===== config.mk =====
export PLATFORM = sky130hd
export DESIGN_NAME = keypad_entry_cache_notifier_unit
export DESIGN_NICKNAME = d
export VERILOG_FILES = /design/src/rtl/core/kecn_pkg.sv /design/src/rtl/core/kecn_key_mem.sv /design/src/rtl/core/kecn_ctrl.sv /design/src/rtl/core/keypad_entry_cache_notifier_unit.sv
export SDC_FILE = /design/constraint.sdc
export NUM_CORES = 1
export LEC_CHECK = 0
export BUFFER_PORTS_ARGS = -buffer_cell sky130_fd_sc_hd__buf_2
export CAP_MARGIN = 25
export CORE_AREA = 8 8 231 233
export DETAILED_ROUTE_END_ITERATION = 8
export DIE_AREA = 0 0 239 241
export PLACE_DENSITY_LB_ADDON = 0.05
export SLEW_MARGIN = 20
export SYNTH_ARGS = -nofsm -noshare
export SYNTH_HDL_FRONTEND = slang
export SYNTH_SLANG_ARGS = --single-unit

===== constraint.sdc =====
create_clock -name clk_i -period 6.55 [get_ports clk_i]
set_input_delay 0.655 -clock clk_i [delete_from_list [all_inputs] [get_ports clk_i]]
set_output_delay 0.655 -clock clk_i [all_outputs]
set_load 0.1 [all_outputs]

===== src/rtl/core/kecn_pkg.sv =====
// shared constants, types and key decode for the keypad entry cache notifier
package kecn_pkg;

  // default sizes handed to the top level parameters
  localparam int unsigned DefCacheDepth = 32;
  localparam int unsigned DefPadBlock   = 16;

  // configuration port
  localparam int unsigned CfgIdxW  = 2;
  localparam int unsigned CfgDataW = 6;
  localparam logic [CfgIdxW-1:0] CfgCacheSize = 2'd0;
  localparam logic [CfgIdxW-1:0] CfgTimeout   = 2'd1;

  // register limits and reset values
  localparam logic [5:0] MinCacheSize = 6'd1;
  localparam logic [5:0] MaxCacheSize = 6'd32;
  localparam logic [5:0] DefCacheSize = 6'd4;
  localparam logic [5:0] MinTimeout   = 6'd1;
  localparam logic [5:0] MaxTimeout   = 6'd10;
  localparam logic [3:0] DefTimeout   = 4'd2;

  // input opcodes
  localparam logic OpKey  = 1'b0;
  localparam logic OpTick = 1'b1;

  // key codes
  localparam logic [4:0] KeyDigit0 = 5'd0;
  localparam logic [4:0] KeyDigit9 = 5'd9;
  localparam logic [4:0] KeyStar   = 5'd10;
  localparam logic [4:0] KeyHash   = 5'd11;
  localparam logic [4:0] KeyEnter  = 5'd12;
  localparam logic [4:0] KeyEscape = 5'd13;

  // notification header codes
  localparam logic [7:0] DtypeNone    = 8'h00;
  localparam logic [7:0] DtypeAscii   = 8'h02;
  localparam logic [7:0] EvCaching    = 8'h00;
  localparam logic [7:0] EvCachedKeys = 8'h01;
  localparam logic [7:0] EvEnter      = 8'h02;
  localparam logic [7:0] EvCancel     = 8'h1B;
  localparam logic [7:0] PadValue     = 8'hFF;

  // configuration state seen by the controller
  typedef struct packed {
    logic [5:0] cache_size;
    logic [3:0] timeout;
    logic       clear;
  } cfg_t;

  // ascii character of a digit, star or hash key
  function automatic logic [7:0] key_ascii(input logic [4:0] key);
    logic [7:0] res;
    case (key)
      KeyStar: res = 8'h2A;
      KeyHash: res = 8'h23;
      default: res = 8'h30 + {3'b000, key};
    endcase
    return res;
  endfunction

endpackage


===== src/rtl/core/kecn_key_mem.sv =====
// key cache memory: one write port, one registered read port
module kecn_key_mem #(
  parameter int unsigned CACHE_DEPTH = kecn_pkg::DefCacheDepth
) (
  input  logic                                                  clk_i,
  input  logic                                                  we_i,
  input  logic [$clog2(CACHE_DEPTH > 1 ? CACHE_DEPTH : 2)-1:0] waddr_i,
  input  logic [7:0]                                            wdata_i,
  input  logic                                                  re_i,
  input  logic [$clog2(CACHE_DEPTH > 1 ? CACHE_DEPTH : 2)-1:0] raddr_i,
  output logic [7:0]                                            rdata_o
);
  import kecn_pkg::*;

  logic [7:0] mem_q [CACHE_DEPTH];
  logic [7:0] rdata_q;

  // write port
  always_ff @(posedge clk_i) begin
    if (we_i) begin
      mem_q[waddr_i] <= wdata_i;
    end
  end

  // read port, data held until the next read
  always_ff @(posedge clk_i) begin
    if (re_i) begin
      rdata_q <= mem_q[raddr_i];
    end
  end

  assign rdata_o = rdata_q;

endmodule


===== src/rtl/core/kecn_ctrl.sv =====
// key handling, timer and notification byte streamer
module kecn_ctrl #(
  parameter int unsigned CACHE_DEPTH = kecn_pkg::DefCacheDepth,
  parameter int unsigned PAD_BLOCK   = kecn_pkg::DefPadBlock
) (
  input  logic                                                  clk_i,
  input  logic                                                  rst_ni,
  input  kecn_pkg::cfg_t                                        cfg_i,
  input  logic                                                  in_valid_i,
  output logic                                                  in_stall_o,
  input  logic                                                  opcode_i,
  input  logic [4:0]                                            key_code_i,
  output logic                                                  out_valid_o,
  input  logic                                                  out_stall_i,
  output logic [7:0]                                            out_byte_o,
  output logic                                                  last_byte_o,
  output logic                                                  mem_we_o,
  output logic [$clog2(CACHE_DEPTH > 1 ? CACHE_DEPTH : 2)-1:0] mem_waddr_o,
  output logic [7:0]                                            mem_wdata_o,
  output logic                                                  mem_re_o,
  output logic [$clog2(CACHE_DEPTH > 1 ? CACHE_DEPTH : 2)-1:0] mem_raddr_o,
  input  logic [7:0]                                            mem_rdata_i
);
  import kecn_pkg::*;

  localparam int unsigned AW = $clog2(CACHE_DEPTH > 1 ? CACHE_DEPTH : 2);
  localparam int unsigned CW = $clog2(CACHE_DEPTH + 1);
  localparam int unsigned PW = $clog2(PAD_BLOCK > 1 ? PAD_BLOCK : 2);

  typedef enum logic [1:0] {
    StIdle,
    StHdr,
    StData
  } state_e;

  state_e        state_q, state_d;
  logic [1:0]    hidx_q, hidx_d;
  logic [7:0]    didx_q, didx_d;
  logic [7:0]    ev_q, ev_d;
  logic [CW-1:0] len_q, len_d;
  logic [7:0]    pad_q, pad_d;
  logic [7:0]    seq_q, seq_d;
  logic [CW-1:0] cnt_q, cnt_d;
  logic [7:0]    padded_q, padded_d;
  logic [PW-1:0] fill_q, fill_d;
  logic [3:0]    secs_q, secs_d;
  logic          armed_q, armed_d;
  logic          ov_q, ov_d;
  logic [7:0]    ob_q, ob_d;
  logic          ol_q, ol_d;

  logic          load;
  logic [CW-1:0] cnt_inc;
  logic          cnt_full;
  logic          size_hit;
  logic [7:0]    pad_add;
  logic [PW-1:0] fill_inc;
  logic [3:0]    secs_dec;
  logic [7:0]    didx_nx;

  // derived values used when an item is taken
  always_comb begin
    cnt_inc  = cnt_q + CW'(1);
    cnt_full = (cnt_q == CW'(CACHE_DEPTH));
    size_hit = (8'(cnt_inc) >= 8'(cfg_i.cache_size));
    pad_add  = (fill_q == '0) ? (padded_q + 8'(PAD_BLOCK)) : padded_q;
    fill_inc = (fill_q == PW'(PAD_BLOCK - 1)) ? '0 : (fill_q + PW'(1));
    secs_dec = (secs_q != 4'd0) ? (secs_q - 4'd1) : 4'd0;
    didx_nx  = didx_q + 8'd1;
    load     = !ov_q || !out_stall_i;
  end

  // next state
  always_comb begin
    state_d  = state_q;
    hidx_d   = hidx_q;
    didx_d   = didx_q;
    ev_d     = ev_q;
    len_d    = len_q;
    pad_d    = pad_q;
    seq_d    = seq_q;
    cnt_d    = cnt_q;
    padded_d = padded_q;
    fill_d   = fill_q;
    secs_d   = secs_q;
    armed_d  = armed_q;
    ov_d     = ov_q;
    ob_d     = ob_q;
    ol_d     = ol_q;
    mem_we_o    = 1'b0;
    mem_waddr_o = cnt_q[AW-1:0];
    mem_wdata_o = key_ascii(key_code_i);
    mem_re_o    = 1'b0;
    mem_raddr_o = didx_nx[AW-1:0];

    // output transaction taken
    if (ov_q && !out_stall_i) begin
      ov_d = 1'b0;
    end

    case (state_q)
      StIdle: begin
        if (in_valid_i) begin
          if (opcode_i == OpTick) begin
            // one-second tick runs the one-shot timer
            if (armed_q) begin
              secs_d = secs_dec;
              if (secs_dec == 4'd0) begin
                armed_d = 1'b0;
                if (cnt_q != '0) begin
                  state_d  = StHdr;
                  hidx_d   = 2'd0;
                  ev_d     = EvCachedKeys;
                  len_d    = cnt_q;
                  pad_d    = padded_q;
                  cnt_d    = '0;
                  padded_d = '0;
                  fill_d   = '0;
                  secs_d   = 4'd0;
                end
              end
            end
          end else begin
            case (key_code_i) inside
              [KeyDigit0:KeyHash]: begin
                // caching notice when the first key arrives, unless the cache size is one
                if (cnt_q == '0 && cfg_i.cache_size > 6'd1) begin
                  state_d = StHdr;
                  hidx_d  = 2'd0;
                  ev_d    = EvCaching;
                  len_d   = '0;
                  pad_d   = 8'd0;
                end
                if (!cnt_full) begin
                  mem_we_o = 1'b1;
                  if (size_hit) begin
                    // cache reached its size: flush with data
                    state_d  = StHdr;
                    hidx_d   = 2'd0;
                    ev_d     = EvCachedKeys;
                    len_d    = cnt_inc;
                    pad_d    = pad_add;
                    cnt_d    = '0;
                    padded_d = '0;
                    fill_d   = '0;
                    secs_d   = 4'd0;
                    armed_d  = 1'b0;
                  end else begin
                    cnt_d    = cnt_inc;
                    padded_d = pad_add;
                    fill_d   = fill_inc;
                    secs_d   = cfg_i.timeout;
                    armed_d  = 1'b1;
                  end
                end
              end
              KeyEnter, KeyEscape: begin
                state_d  = StHdr;
                hidx_d   = 2'd0;
                ev_d     = (key_code_i == KeyEnter) ? EvEnter : EvCancel;
                len_d    = cnt_q;
                pad_d    = padded_q;
                cnt_d    = '0;
                padded_d = '0;
                fill_d   = '0;
                secs_d   = 4'd0;
                armed_d  = 1'b0;
              end
              default: begin
              end
            endcase
          end
        end
      end

      StHdr: begin
        // four header bytes
        if (load) begin
          ov_d   = 1'b1;
          ol_d   = (hidx_q == 2'd3) && (pad_q == 8'd0);
          hidx_d = hidx_q + 2'd1;
          case (hidx_q)
            2'd0: begin
              ob_d  = seq_q;
              seq_d = seq_q + 8'd1;
            end
            2'd1:    ob_d = (pad_q != 8'd0) ? DtypeAscii : DtypeNone;
            2'd2:    ob_d = ev_q;
            default: ob_d = pad_q;
          endcase
          if (hidx_q == 2'd3) begin
            if (pad_q == 8'd0) begin
              state_d = StIdle;
            end else begin
              state_d     = StData;
              didx_d      = 8'd0;
              mem_re_o    = 1'b1;
              mem_raddr_o = '0;
            end
          end
        end
      end

      StData: begin
        // cached keys then padding, next entry read ahead
        if (load) begin
          ov_d = 1'b1;
          ob_d = (didx_q < 8'(len_q)) ? mem_rdata_i : PadValue;
          ol_d = (didx_nx == pad_q);
          if (didx_nx == pad_q) begin
            state_d = StIdle;
          end else begin
            didx_d   = didx_nx;
            mem_re_o = 1'b1;
          end
        end
      end

      default: state_d = StIdle;
    endcase

    // valid configuration write empties the cache and stops the timer
    if (cfg_i.clear) begin
      cnt_d    = '0;
      padded_d = '0;
      fill_d   = '0;
      secs_d   = 4'd0;
      armed_d  = 1'b0;
    end
  end

  // state and registered outputs
  always_ff @(posedge clk_i or negedge rst_ni) begin
    if (!rst_ni) begin
      state_q  <= StIdle;
      hidx_q   <= 2'd0;
      didx_q   <= 8'd0;
      ev_q     <= 8'd0;
      len_q    <= '0;
      pad_q    <= 8'd0;
      seq_q    <= 8'd0;
      cnt_q    <= '0;
      padded_q <= 8'd0;
      fill_q   <= '0;
      secs_q   <= 4'd0;
      armed_q  <= 1'b0;
      ov_q     <= 1'b0;
      ob_q     <= 8'd0;
      ol_q     <= 1'b0;
    end else begin
      state_q  <= state_d;
      hidx_q   <= hidx_d;
      didx_q   <= didx_d;
      ev_q     <= ev_d;
      len_q    <= len_d;
      pad_q    <= pad_d;
      seq_q    <= seq_d;
      cnt_q    <= cnt_d;
      padded_q <= padded_d;
      fill_q   <= fill_d;
      secs_q   <= secs_d;
      armed_q  <= armed_d;
      ov_q     <= ov_d;
      ob_q     <= ob_d;
      ol_q     <= ol_d;
    end
  end

  assign in_stall_o  = (state_q != StIdle);
  assign out_valid_o = ov_q;
  assign out_byte_o  = ob_q;
  assign last_byte_o = ol_q;

endmodule


===== src/rtl/core/keypad_entry_cache_notifier_unit.sv =====
// top level: configuration registers, controller and key cache memory
//
// Keypad entry cache notifier. Digit, star and hash keys are stored as ascii
// in a single-port-read cache memory; enter, escape, a full cache or the
// one-shot timer (counted in tick transactions) flush it as a notification
// streamed one byte per output transaction: sequence number, data type, event
// type, padded length, then the keys padded with 0xFF to a multiple of
// PAD_BLOCK. Input transactions are taken one at a time, and the input is
// stalled while a notification is streamed. The streamer emits one byte per
// cycle and reads one cache entry per cycle from the memory read port, both
// only while the output is not stalled. The last byte may still wait in the
// output register while the next item is taken. Configuration writes are
// always ready; a legal write empties the cache and stops the timer, an
// out-of-range value or unknown index is ignored.
module keypad_entry_cache_notifier_unit #(
  parameter int unsigned CACHE_DEPTH = kecn_pkg::DefCacheDepth,
  parameter int unsigned PAD_BLOCK   = kecn_pkg::DefPadBlock
) (
  input  logic                            clk_i,
  input  logic                            rst_ni,
  input  logic                            in_valid_i,
  output logic                            in_stall_o,
  input  logic                            opcode_i,
  input  logic [4:0]                      key_code_i,
  output logic                            out_valid_o,
  input  logic                            out_stall_i,
  output logic [7:0]                      out_byte_o,
  output logic                            last_byte_o,
  input  logic                            cfg_valid_i,
  output logic                            cfg_ready_o,
  input  logic [kecn_pkg::CfgIdxW-1:0]    cfg_index_i,
  input  logic [kecn_pkg::CfgDataW-1:0]   cfg_data_i
);
  import kecn_pkg::*;

  localparam int unsigned AW = $clog2(CACHE_DEPTH > 1 ? CACHE_DEPTH : 2);

  logic [5:0]    cache_size_q;
  logic [3:0]    timeout_q;
  logic          cfg_clear;
  cfg_t          cfg;
  logic          mem_we;
  logic [AW-1:0] mem_waddr;
  logic [7:0]    mem_wdata;
  logic          mem_re;
  logic [AW-1:0] mem_raddr;
  logic [7:0]    mem_rdata;

  // legal configuration writes
  always_comb begin
    cfg_clear = 1'b0;
    if (cfg_valid_i) begin
      case (cfg_index_i)
        CfgCacheSize:
          cfg_clear = (cfg_data_i >= MinCacheSize) && (cfg_data_i <= MaxCacheSize);
        CfgTimeout:
          cfg_clear = (cfg_data_i >= MinTimeout) && (cfg_data_i <= MaxTimeout);
        default: cfg_clear = 1'b0;
      endcase
    end
  end

  // configuration registers
  always_ff @(posedge clk_i or negedge rst_ni) begin
    if (!rst_ni) begin
      cache_size_q <= DefCacheSize;
      timeout_q    <= DefTimeout;
    end else if (cfg_clear) begin
      if (cfg_index_i == CfgCacheSize) begin
        cache_size_q <= cfg_data_i;
      end else begin
        timeout_q <= cfg_data_i[3:0];
      end
    end
  end

  assign cfg_ready_o    = 1'b1;
  assign cfg.cache_size = cache_size_q;
  assign cfg.timeout    = timeout_q;
  assign cfg.clear      = cfg_clear;

  kecn_ctrl #(
    .CACHE_DEPTH (CACHE_DEPTH),
    .PAD_BLOCK   (PAD_BLOCK)
  ) u_ctrl (
    .clk_i       (clk_i),
    .rst_ni      (rst_ni),
    .cfg_i       (cfg),
    .in_valid_i  (in_valid_i),
    .in_stall_o  (in_stall_o),
    .opcode_i    (opcode_i),
    .key_code_i  (key_code_i),
    .out_valid_o (out_valid_o),
    .out_stall_i (out_stall_i),
    .out_byte_o  (out_byte_o),
    .last_byte_o (last_byte_o),
    .mem_we_o    (mem_we),
    .mem_waddr_o (mem_waddr),
    .mem_wdata_o (mem_wdata),
    .mem_re_o    (mem_re),
    .mem_raddr_o (mem_raddr),
    .mem_rdata_i (mem_rdata)
  );

  kecn_key_mem #(
    .CACHE_DEPTH (CACHE_DEPTH)
  ) u_key_mem (
    .clk_i   (clk_i),
    .we_i    (mem_we),
    .waddr_i (mem_waddr),
    .wdata_i (mem_wdata),
    .re_i    (mem_re),
    .raddr_i (mem_raddr),
    .rdata_o (mem_rdata)
  );

endmodule

Word-level counts from Yosys, hierarchy flattened. Memories as Yosys holds them, arrays and structs flattened. A register that Yosys moved wholly into a read port is not among the register bits. Cells that the tools add are included.

Register bits: 85. Latch bits: 0. Memory bits (writable): 256. Memory bits (read-only): 0. Bits of input ports: 19. Output and inout port bits: 12. Memories kept: 1.

Add/sub/neg operators: 8. $mul: 0. Div/mod/pow operators: 0. Magnitude comparators: 8. Equal/unequal tests: 31. Shift-type cells: 0. Muxes and demuxes: 150. Bitwise gates (word level): 1. Reduce and logical (&&, ||, !) cells: 39.

Memories: u_key_mem.mem_q (words 32, width 8, rd ports 1, clocked after Yosys merged registers in 1, wr ports 1, line kecn_key_mem.sv:15) `logic [7:0] mem_q [CACHE_DEPTH];`.

Operators by type and width (number): $mux 8 (38); $mux 6 (20); $mux 4 (23); $mux 2 (27); $pmux 8 s2 (3); $mux 1 (28); $mux 5 (5); $pmux 8 s3 (1); $eq 5x4->1 const B (4); $add 8x1->8 const B (2); $ne 2x1->1 const B (7); $reduce_and 7->1 (2); $reduce_and 6->1 (2); $reduce_bool 2->1 (5); $ne 3x1->1 const B (3); $ne 3x2->1 const B (3); $reduce_and 9->1 (1); $add 8x5->8 const B (1); $eq 8x8->1 (1); $logic_not 4->1 (2); $logic_not 8->1 (1); $lt 8x6->1 (1); $reduce_bool 4->1 (2); $reduce_bool 8->1 (1); 35 further kinds (54).

Longest topological paths before layout. Gate-level depths: netlist of the first run.

Word-level depth: 9. Depth in mapped cells: 13.

Hierarchy. A second synthesis of the first run with hierarchy kept.

Cell total of the unflattened synthesis: 998. Area total of the unflattened synthesis: 15486.1 um^2.

Modules (own cells, without submodules): kecn_key_mem (times used 1, cells each 417, area each 10133.5 um^2, seq. area each 7927.6 um^2); kecn_ctrl (times used 1, cells each 542, area each 4838.4 um^2, seq. area each 1776.7 um^2); keypad_entry_cache_notifier_unit (times used 1, cells each 39, area each 514.2 um^2, seq. area each 252.7 um^2).

Worst setup path after synthesis of the first run. No wires, ideal clock.

Path kind: register to register. From: register u_ctrl.cnt_q[0]. To: register u_ctrl.pad_q[5]. Data arrival time: 2.553 ns. Slack: 3.876 ns. Cell stages (with the launch flop): 14. Path buffers: 2. Path through: dfrtp_1 ha_1 nand3_1 xor2_1 inv_1 ha_1 o21ai_0 nor2_1 a211o_1 clkbuf_1 a21oi_4 a21o_1 buf_4 a22o_1.

Word-level cells in the longest chain between the ends: 7.

Ends and longest elaborated chain: start, declared (line kecn_ctrl.sv:43) `logic [CW-1:0] cnt_q, cnt_d;`; start signal, assigned (line kecn_ctrl.sv:258) `cnt_q <= cnt_d;`; branches (longest 7 deep; another with $add 6x1->6); end signal, assigned (line kecn_ctrl.sv:256) `pad_q <= pad_d;`; end, declared (line kecn_ctrl.sv:41) `logic [7:0] pad_q, pad_d;`.

Parallel ways; which one is timed is not known. A chain may end at the register's enable or synchronous reset.

Worst setup path in the final report of the first run.
From: register u_ctrl.hidx_q[0]. To: register u_key_mem.rdata_q[0] (netlist: u_key_mem.rdata_o[0]) (read register of u_key_mem.mem_q) (data pin).

Word-level cells in the longest chain between the ends: 4.

Ends and longest elaborated chain: start, declared (line kecn_ctrl.sv:37) `logic [1:0] hidx_q, hidx_d;`; start signal, assigned (line kecn_ctrl.sv:252) `hidx_q <= hidx_d;`; $eq 2x2->1 * (line kecn_ctrl.sv:191) `if (hidx_q == 2'd3) begin`; $mux 1 or $mux 5 (tied branches) (line kecn_ctrl.sv:191); $mux 1 or $mux 5 (tied branches) (line kecn_ctrl.sv:178) `if (load) begin`; $pmux 1 s2 or $mux 5 (tied branches) (line kecn_ctrl.sv:101) `case (state_q)`; end, declared (line kecn_key_mem.sv:16) `logic [7:0] rdata_q;`.

Mark *: on every way between the ends. The rest lies on a longest branch, timed or not.

==> qor.csv, run 1 <==
metric,value,unit
status,"finished, final reports clean",
Synth top area share,0.473,
Rows,82,
PwrDens,395,nW/um2
Crit. End Element,register,
crit path DAT,4.16,ns
clk_skew,0.0261,ns
worst vdd ir,0.000210,V
most frequent cells in the layout,"231 x edfxtp_1, 93 x nand2_1, 78 x dfrtp_1",
Fin. Hold Viols,0,
sequential share of power,0.371,
residual DRC count,0,
Mapped Nets,1219,
Final nets,1237,
MaxCap Viol Count,0,
Post-synth ARST share,0.260,
vias in the first global route,9843,
internal power,0.00427,W
Switching Share,0.360,
wire per inst,23.6,um
setup TNS,0,ns
Startpoint Class,register,
Post-synth EDFFs,231,
gpl congestion,0.777,
Antenna diodes,0,
vias,9664,
DR vias/cell,5.11,
post-DP HPWL,29100,um
Sink Count,312,
register area share after synthesis,0.611,
number of synthesized register bits,312,
GRT Util Overall,0.155,
deepest clock path buffer count,3,
Post-DRT Antenna Nets,0,
predominant post-synthesis flop cell,edfxtp_1,
Gate power share,0.300,
"area leader, netlist",edfxtp_1,
syn_area_per_cell,12.5,um2
Syn Std Cell Area,14700,um2
Mapped Cells,1172,
unrepaired setup endpoints after global routing,no,
Crit Path Category,reg2reg,
grt total ovfl,0,
Worst-path clk slew,0.06,ns
pre-CTS setup slack,2.71,ns
switching power total,0.00240,W
synth top area cells,"edfxtp_1 47%, dfrtp_1 13%, mux2_2 3.5%",
Hold Buf Count CTS,0,
Slew HR,0.363,
Die Ht,241,um
initial antenna violation count,0,
Tcrit/Tclk final,0.570,
PostCTS Resize Cnt,0,
final setup margin,2.82,ns
fraction of layout cells with a size suffix above 1,0.159,
CTS tree,done,
Starting Density,0.295,
IO Pins,31,
"Area growth, synth to finish",15.0,%
crit-path max FO,23,
HP Class,in2async,
IO buf count,29,
H-tree Lvls,2,
Ys Warns,0,
die area,57600,um2
largest net degree at the start of global routing,57,
CTS buffer count,39,
area of the multi-input gates,5300,um2
total wire length,44600,um
initial DRC count,692,
Worst Path Required,6.98,ns
CTS Root Cell,clkbuf_16,
fmax,268,MHz
First-pass DRT Iterations,5,
Seq. cell area,8970,um2
actual slew at the worst max-slew pin,0.955,ns
global-route wire length before repair,66800,um
Chip Width,239,um
Final min period,3.73,ns
synth unique cells,84,
"most common cell after layout, fill and taps aside",edfxtp_1,
leakage power,5.98,nW
Clock Latency Late Sink,0.56,ns
post-CTS repair timing setup buffer count,0,
max-slew violations,0,
clock share of power,0.329,
core box area,49700,um2
Setup-failing EPs final,0,
FILL cells,5048,
## worst paths after layout
path,slack [ns],to,cells after the start,from
worst max-delay path,2.82,u_key_mem.rdata_o[0],8,u_ctrl.hidx_q[0]
worst min-delay path,0.05,timeout_q[3],1,rst_ni
worst max register to register,2.82,u_key_mem.rdata_o[0],8,u_ctrl.hidx_q[0]
worst min register to register,0.49,u_ctrl.seq_q[7],1,u_ctrl.seq_q[7]
max in group asynchronous,5.33,u_ctrl.didx_q[0],2,rst_ni
min in group clk_i,0.38,cache_size_q[5],2,cfg_data_i[5]
## registers in the layout (all words and copies together) (netlist names), 6 cells and up
name and cells:
u_ctrl.ev_q 8, cache_size_q 6, u_ctrl.out_byte_o 8, u_key_mem.mem_q 224, u_ctrl.cnt_q 6, u_key_mem.rdata_o 7
u_ctrl.len_q 6, u_ctrl.pad_q 8, u_ctrl.seq_q 8, u_ctrl.didx_q 8
## cell families after synthesis
logic type                 after synthesis  share of synthesized area
AOI/OAI and AO/OA                      309                      0.156
other                                    1                   0.000256
muxes                                   65                     0.0504
xor gates and xnor gates                25                     0.0183
adders and majority gates               28                     0.0239
DFF                                    312                      0.611
and+or+nand+nor                        318                      0.108
buffers and inverters                  114                     0.0318
## power groups by stage
stage                     clock network, W  logic (W)  registers (W)
after CTS                          0.00226    0.00203        0.00247
after detailed placement                 0    0.00202        0.00251
after floorplan                          0    0.00133        0.00256
after global routing               0.00234    0.00220        0.00249
final                              0.00219    0.00200        0.00247
after global placement                   0    0.00202        0.00251
## critical path, cell delays in order, from the launching register on
cell and delay [ns]:
dfrtp_1 0.42, ha_1 0.59, inv_1 0.24, a211o_1 0.63
buf_4 0.36, nand2_1 0.57, o221ai_1 0.20, a32oi_1 0.38
o31a_1 0.20
## layer usage
| layer | share of wire | GRT usage | vias to the layer above | routed length (um) |
|---|---|---|---|---|
| met2 | 0.46 | 0.247 | 152 | 20600 |
| met5 | 0 | 0 | - | 0 |
| met4 | 0.020 | 0.0390 | 0 | 883 |
| li1 | - | - | 4575 | - |
| met3 | 0.033 | 0.0269 | 51 | 1480 |
| met1 | 0.49 | 0.217 | 4886 | 21600 |
## cell type report
| cell class | count | share of cell area |
|---|---|---|
| Sequential cell | 312 | 0.532 |
| Multi-Input combinational cell | 746 | 0.314 |
| Clock buffer | 48 | 0.0617 |
| Tap cell | 672 | 0.0499 |
| Timing Repair Buffer | 52 | 0.0190 |
| Clock inverter | 24 | 0.0148 |
| Inverter | 39 | 0.00868 |
## metrics by stage
step,std cells,instance area (um2),util,hold WS (ns),total power [W]
finish,1893,16900,0.340,0.0489,0.00666
global route,1893,16900,0.340,0.0616,0.00703
CTS,1893,16900,0.340,0.0392,0.00676
detailed placement,1821,15600,0.314,0.472,0.00453
global placement,1820,15600,0.313,0.474,0.00453
floorplan,1172,14700,-,0.359,0.00390
## cells in the mapped netlist (all sizes together), types with 5 or more instances
| cell type | number |
|---|---|
| nand2 | 94 |
| and3 | 10 |
| a31o | 9 |
| nand2b | 7 |
| a21o | 9 |
| o211ai | 10 |
| nor3 | 34 |
| a32oi | 15 |
| xor2 | 10 |
| o21ai | 46 |
| o2111ai | 9 |
| a22o | 9 |
| o221ai | 13 |
| o31ai | 17 |
| a22oi | 22 |
| a221oi | 5 |
| dfrtp | 79 |
| nor4 | 7 |
| a311oi | 6 |
| buf | 26 |
| edfxtp | 231 |
| a31oi | 10 |
| o31a | 8 |
| ha | 28 |
| nor2 | 73 |
| o311a | 6 |
| nand4 | 11 |
| mux2i | 15 |
| inv | 38 |
| and2 | 19 |
| clkbuf | 49 |
| mux2 | 49 |
| a211oi | 34 |
| xnor2 | 12 |
| nand3 | 41 |
| a21oi | 31 |
| o22ai | 13 |
Power figures use the tool's default switching activity.
==> inputs of run 2 (changes only) <==
Clock period 6.55 ns to 3.03 ns, I/O delays scaled along.
==> qor.csv, run 2 (synthesis gave the netlist of run 1 again) <==
metric,value,unit,change
"most common cell after layout, fill and taps aside",edfxtp_1,,unchanged
die area,57600,um2,unchanged
Setup-failing EPs final,0,,unchanged
M2 GR Usage,0.249,,was 0.247
largest net degree at the start of global routing,60,,was 57
clk_skew,0.0120,ns,was 0.0261 ns
worst r2r path cells,8,,unchanged
CTS buffer count,38,,was 39
crit-path max FO,11,,was 23
HP Start,cfg_data_i[5],,
global-route wire length before repair,66300,um,was 66800 um
IO Pins,31,,unchanged
initial antenna violation count,1,,was 0
CTS tree,done,,unchanged
post-DP HPWL,29400,um,was 29100 um
Post-DRT Antenna Nets,0,,unchanged
fraction of layout cells with a size suffix above 1,0.201,,was 0.159
status,"finished, final reports clean",,unchanged
total wire length,43700,um,was 44600 um
final setup margin,0.148,ns,was 2.82 ns
Reg2Reg Setup Slack,0.15,ns,was 2.82 ns
RR Startpoint,u_ctrl.cnt_q[0],,was u_ctrl.hidx_q[0]
leakage power,6.26,nW,was 5.98 nW
Crit Path Category,reg2reg,,unchanged
max-slew violations,0,,unchanged
worst vdd ir,0.000349,V,was 0.000210 V
HP Class,in2reg,,was in2async
crit path DAT,3.36,ns,was 4.16 ns
Startpoint Class,register,,unchanged
Hold Path Sink,cache_size_q[5],,
residual DRC count,0,,unchanged
global routing's busiest layer,met2,,unchanged
CTS Root Cell,clkbuf_16,,unchanged
grt total ovfl,0,,unchanged
First-pass DRT Iterations,5,,unchanged
Tcrit/Tclk final,0.951,,was 0.570
met3 usage,0.0219,,was 0.0269
Fin. Hold Viols,0,,unchanged
Starting Density,0.295,,unchanged
PwrDens,820,nW/um2,was 395 nW/um2
initial DRC count,634,,was 692
most frequent cells in the layout,"231 x edfxtp_1, 93 x nand2_1, 84 x buf_4",,"was 231 x edfxtp_1, 93 x nand2_1, 78 x dfrtp_1"
Chip Width,239,um,unchanged
Die Ht,241,um,unchanged
deepest clock path buffer count,3,,unchanged
max reg flops,224,,unchanged
IO buf count,29,,unchanged
FILL cells,5006,,was 5048
Worst Path Required,3.51,ns,was 6.98 ns
Final min period,2.88,ns,was 3.73 ns
Final nets,1305,,was 1237
hold path cells,2,,
Antenna diodes,0,,unchanged
Crit. End Element,register,,unchanged
reg2reg end,u_ctrl.pad_q[5],,was u_key_mem.rdata_o[0]
unrepaired setup endpoints after global routing,no,,unchanged
Reg with most FFs,u_key_mem.mem_q,,unchanged
Final Power,0.0142,W,was 0.00666 W
vias,9861,,was 9664
"Area growth, synth to finish",18.0,%,was 15.0%
pre-CTS setup slack,-0.00137,ns,was 2.71 ns
MaxCap Viol Count,0,,unchanged
Worst-path clk slew,0.05,ns,was 0.06 ns
DR vias/cell,5.04,,was 5.11
met1 usage,0.213,,was 0.217
fmax,347,MHz,was 268 MHz
core box area,49700,um2,unchanged
Sink Count,312,,unchanged
vias in the first global route,10200,,was 9843
Rows,82,,unchanged
Clock Latency Late Sink,0.55,ns,was 0.56 ns
gpl congestion,0.781,,was 0.777
Slew HR,0.402,,was 0.363
H-tree Lvls,2,,unchanged
Crit. Startpoint,u_ctrl.cnt_q[0],,was u_ctrl.hidx_q[0]
actual slew at the worst max-slew pin,0.898,ns,was 0.955 ns
GRT Util Overall,0.153,,was 0.155
wire per inst,22.3,um,was 23.6 um
==> run 2: cell count changes in the layout (fill, tap and decap cells not counted), sizes merged <==
cell,change
dlygate4sd3,+2
clkbuf,+1
clkinv,-1
bufinv,-5
buf,+67
==> run 2: worst max-delay path: stages (launching register included) <==
cell and delay [ns]:
dfrtp_1 0.45, inv_1 0.09, ha_1 0.34, ha_1 0.29, a2111o_1 0.40, a211o_1 0.40, a21oi_4 0.29, a21o_1 0.37
a22o_1 0.19
==> run 2: what timing repair did <==
item,in CTS,in global routing
gates cloned,0,0
resized for setup,1,2
hold buffers,2,0
setup endpoints to repair,1,16
buffers inserted,0,0
endpoints found under the hold margin,48,0
==> run 2: worst max path at each step <==
stage                      endpoint  cells past startpoint
global route        u_ctrl.pad_q[5]                      9
CTS                 u_ctrl.pad_q[5]                      8
floorplan           u_ctrl.pad_q[5]                     13
finish              u_ctrl.pad_q[5]                      8
detailed placement  u_ctrl.cnt_q[5]                      8
global placement    u_ctrl.cnt_q[5]                      8
==> run 2: through the flow <==
step | utilization | area, um2 | TNS (ns) | instances | hold slack (ns)
after floorplan | - | 14700 | 0 | 1172 | 0.00741
after global placement | 0.325 | 16200 | 0 | 1888 | 0.424
after detailed placement | 0.325 | 16200 | -0.00137 | 1888 | 0.422
after CTS | 0.348 | 17300 | 0 | 1957 | 0.00898
after global routing | 0.349 | 17300 | 0 | 1957 | 0.0392
final | 0.349 | 17300 | 0 | 1957 | 0.0452
==> run 2: cell type report <==
| type | instances | area, um2 | share of cell area |
|---|---|---|---|
| Sequential cell | 312 | 8970 | 0.518 |
| Multi-Input combinational cell | 746 | 5300 | 0.306 |
| Clock buffer | 49 | 1030 | 0.0597 |
| Timing Repair Buffer | 121 | 931 | 0.0538 |
| Tap cell | 672 | 841 | 0.0486 |
| Inverter | 39 | 146 | 0.00846 |
| Clock inverter | 18 | 83.8 | 0.00484 |
==> run 2: where the power goes <==
| part | switching, W | internal, W |
|---|---|---|
| Sequential | 0.000319 | 0.00493 |
| Combinational | 0.00308 | 0.00168 |
| Clock | 0.00178 | 0.00240 |
| Total | 0.00519 | 0.00901 |
==> run 2: layer usage <==
metal / up-vias / part of all wire
met5: - / 0
met4: 0 / 0.017
met3: 47 / 0.035
met2: 169 / 0.47
met1: 4916 / 0.48
li1: 4729 / -
==> inputs of run 3 (changes only) <==
Settings changed: PLACE_DENSITY_LB_ADDON 0.05 to unset.
==> qor.csv, run 3 (synthesis gave the netlist of run 1 again) <==
metric,value,unit,change
status,"finished, final reports clean",,unchanged
PwrDens,818,nW/um2,was 820 nW/um2
Worst-path clk slew,0.06,ns,was 0.05 ns
CTS Root Cell,clkbuf_16,,unchanged
HP Class,in2reg,,unchanged
CTS tree,done,,unchanged
Startpoint Class,register,,unchanged
"most common cell after layout, fill and taps aside",edfxtp_1,,unchanged
setup TNS,0,ns,unchanged
CTS buffer count,35,,was 38
Clock Latency Late Sink,0.52,ns,was 0.55 ns
Crit Path Category,reg2reg,,unchanged
crit path DAT,3.13,ns,was 3.36 ns
global-route wire length before repair,60900,um,was 66300 um
max reg flops,224,,unchanged
gpl congestion,0.892,,was 0.781
Post-DRT Antenna Nets,0,,unchanged
initial antenna violation count,0,,was 1
CP Depth,10,,was 8
worst r2r path cells,10,,was 8
fin cells,1963,,was 1957
Worst Path Required,3.31,ns,was 3.51 ns
IO Pins,31,,unchanged
fmax,351,MHz,was 347 MHz
grt total ovfl,0,,unchanged
Fin. Hold Viols,0,,unchanged
Worst Path Buf+Inv,3,,was 1
Sink Count,312,,unchanged
deepest clock path buffer count,3,,unchanged
DR vias/cell,5.19,,was 5.04
worst vdd ir,0.000435,V,was 0.000349 V
die area,57600,um2,unchanged
Setup-failing EPs final,0,,unchanged
post-DP HPWL,27000,um,was 29400 um
Antenna diodes,0,,unchanged
vias in the first global route,10400,,was 10200
area of the multi-input gates,5290,um2,was 5300 um2
Seq. cell area,8970,um2,about the same
"Area growth, synth to finish",18.6,%,was 18.0%
IO buf count,29,,unchanged
final setup margin,0.183,ns,was 0.148 ns
initial DRC count,777,,was 634
slowest CP cell,dfrtp_1,,unchanged
Worst path top cell family by delay,compound AO/OA/AOI/OAI gates,,unchanged
Final min period,2.85,ns,was 2.88 ns
H-tree Lvls,2,,unchanged
Die Ht,241,um,unchanged
Starting Density,0.295,,unchanged
Chip Width,239,um,unchanged
vias,10200,,was 9861
fraction of layout cells with a size suffix above 1,0.211,,was 0.201
Tcrit/Tclk final,0.940,,was 0.951
wire per inst,19.9,um,was 22.3 um
largest net degree at the start of global routing,77,,was 60
leakage power,6.32,nW,was 6.26 nW
crit-path max FO,13,,was 11
hold path cells,2,,unchanged
Rows,82,,unchanged
residual DRC count,0,,unchanged
crit path cell chain,"inv_1, ha_1, a21bo_2, a211oi_4, buf_12, buf_4, o21ai_1, o211ai_1, nand3_1, o31a_1",,"was inv_1, ha_1, ha_1, a2111o_1, a211o_1, a21oi_4, a21o_1, a22o_1"
FILL cells,4874,,was 5006
slowest cell delay on critical path,0.39,ns,was 0.45 ns
Slew HR,0.355,,was 0.402
Final nets,1311,,was 1305
total wire length,39000,um,was 43700 um
unrepaired setup endpoints after global routing,no,,unchanged
actual slew at the worst max-slew pin,0.964,ns,was 0.898 ns
Crit. End Element,register,,unchanged
clk_skew,0.0181,ns,was 0.0120 ns
dpl cells,1898,,was 1888
GRT Util Overall,0.134,,was 0.153
core box area,49700,um2,unchanged
First-pass DRT Iterations,5,,unchanged
most frequent cells in the layout,"231 x edfxtp_1, 98 x buf_4, 93 x nand2_1",,"was 231 x edfxtp_1, 93 x nand2_1, 84 x buf_4"
max-slew violations,0,,unchanged
pre-CTS setup slack,0.0982,ns,was -0.00137 ns
Reg with most FFs,u_key_mem.mem_q,,unchanged
post-CTS repair timing setup buffer count,0,,unchanged
MaxCap Viol Count,0,,unchanged
==> run 3: cell types whose count changed in the layout (fill, tap and decap cells not counted), moves of 3 or more <==
cell	before	now
buf_4	84	98
clkbuf_16	39	36
clkinv_1	9	4
clkinv_2	9	5
clkinvlp_4	0	3
bufinv_16	0	5
buf_12	7	3
==> run 3: final timing paths <==
path | start | endpoint | slack [ns]
max | u_ctrl.state_q[1] | u_key_mem.rdata_o[1] | 0.18
min | cfg_data_i[3] | timeout_q[3] | 0.06
max reg2reg | u_ctrl.state_q[1] | u_key_mem.rdata_o[1] | 0.18
min reg2reg | u_ctrl.seq_q[7] | u_ctrl.seq_q[7] | 0.48
max in group asynchronous | rst_ni | u_ctrl.seq_q[0] | 2.00
min in group asynchronous | rst_ni | u_ctrl.fill_q[1] | 0.30
==> run 3: cell type report <==
cell class	instances	share of cell area
sequential	312	0.516
multi-input combinational	746	0.304
clock buffer	45	0.0549
timing repair buffer	130	0.0544
tap	672	0.0484
clock inverter	19	0.0140
inverter	39	0.00842
==> run 3: repair_timing <==
item / in CTS / in global routing
gates resized for setup: 0 / 5
setup endpoints to repair: 0 / 15
hold endpoints to repair: 35 / 0
hold buffers: 1 / 0
==> run 3: power breakdown <==
part	switching (W)	total (W)	internal (W)
Sequential	0.000301	0.00523	0.00493
Clock	0.00172	0.00439	0.00267
Combinational	0.00299	0.00461	0.00161
Total	0.00501	0.0142	0.00922
==> run 3: layer usage <==
layer / vias to the layer above / track usage / routed length, um / share of wire
li1: 4712 / - / - / -
met1: 5086 / 0.181 / 17700 / 0.45
met2: 318 / 0.217 / 18000 / 0.46
met3: 74 / 0.0221 / 2250 / 0.058
met4: 0 / 0.0448 / 1110 / 0.028
met5: - / 0 / 0 / 0
==> run 3: per-stage QoR <==
stage / hold WS, ns / util / total power [W] / cell area [um2]
3_5_place_dp: 0.315 / 0.326 / 0.00989 / 16200
5_1_grt: 0.0513 / 0.350 / 0.0149 / 17400
6_report: 0.0600 / 0.350 / 0.0142 / 17400
3_3_place_gp: 0.306 / 0.326 / 0.00983 / 16200
4_1_cts: 0.0434 / 0.350 / 0.0143 / 17400
2_1_floorplan: 0.00741 / - / 0.00843 / 14700
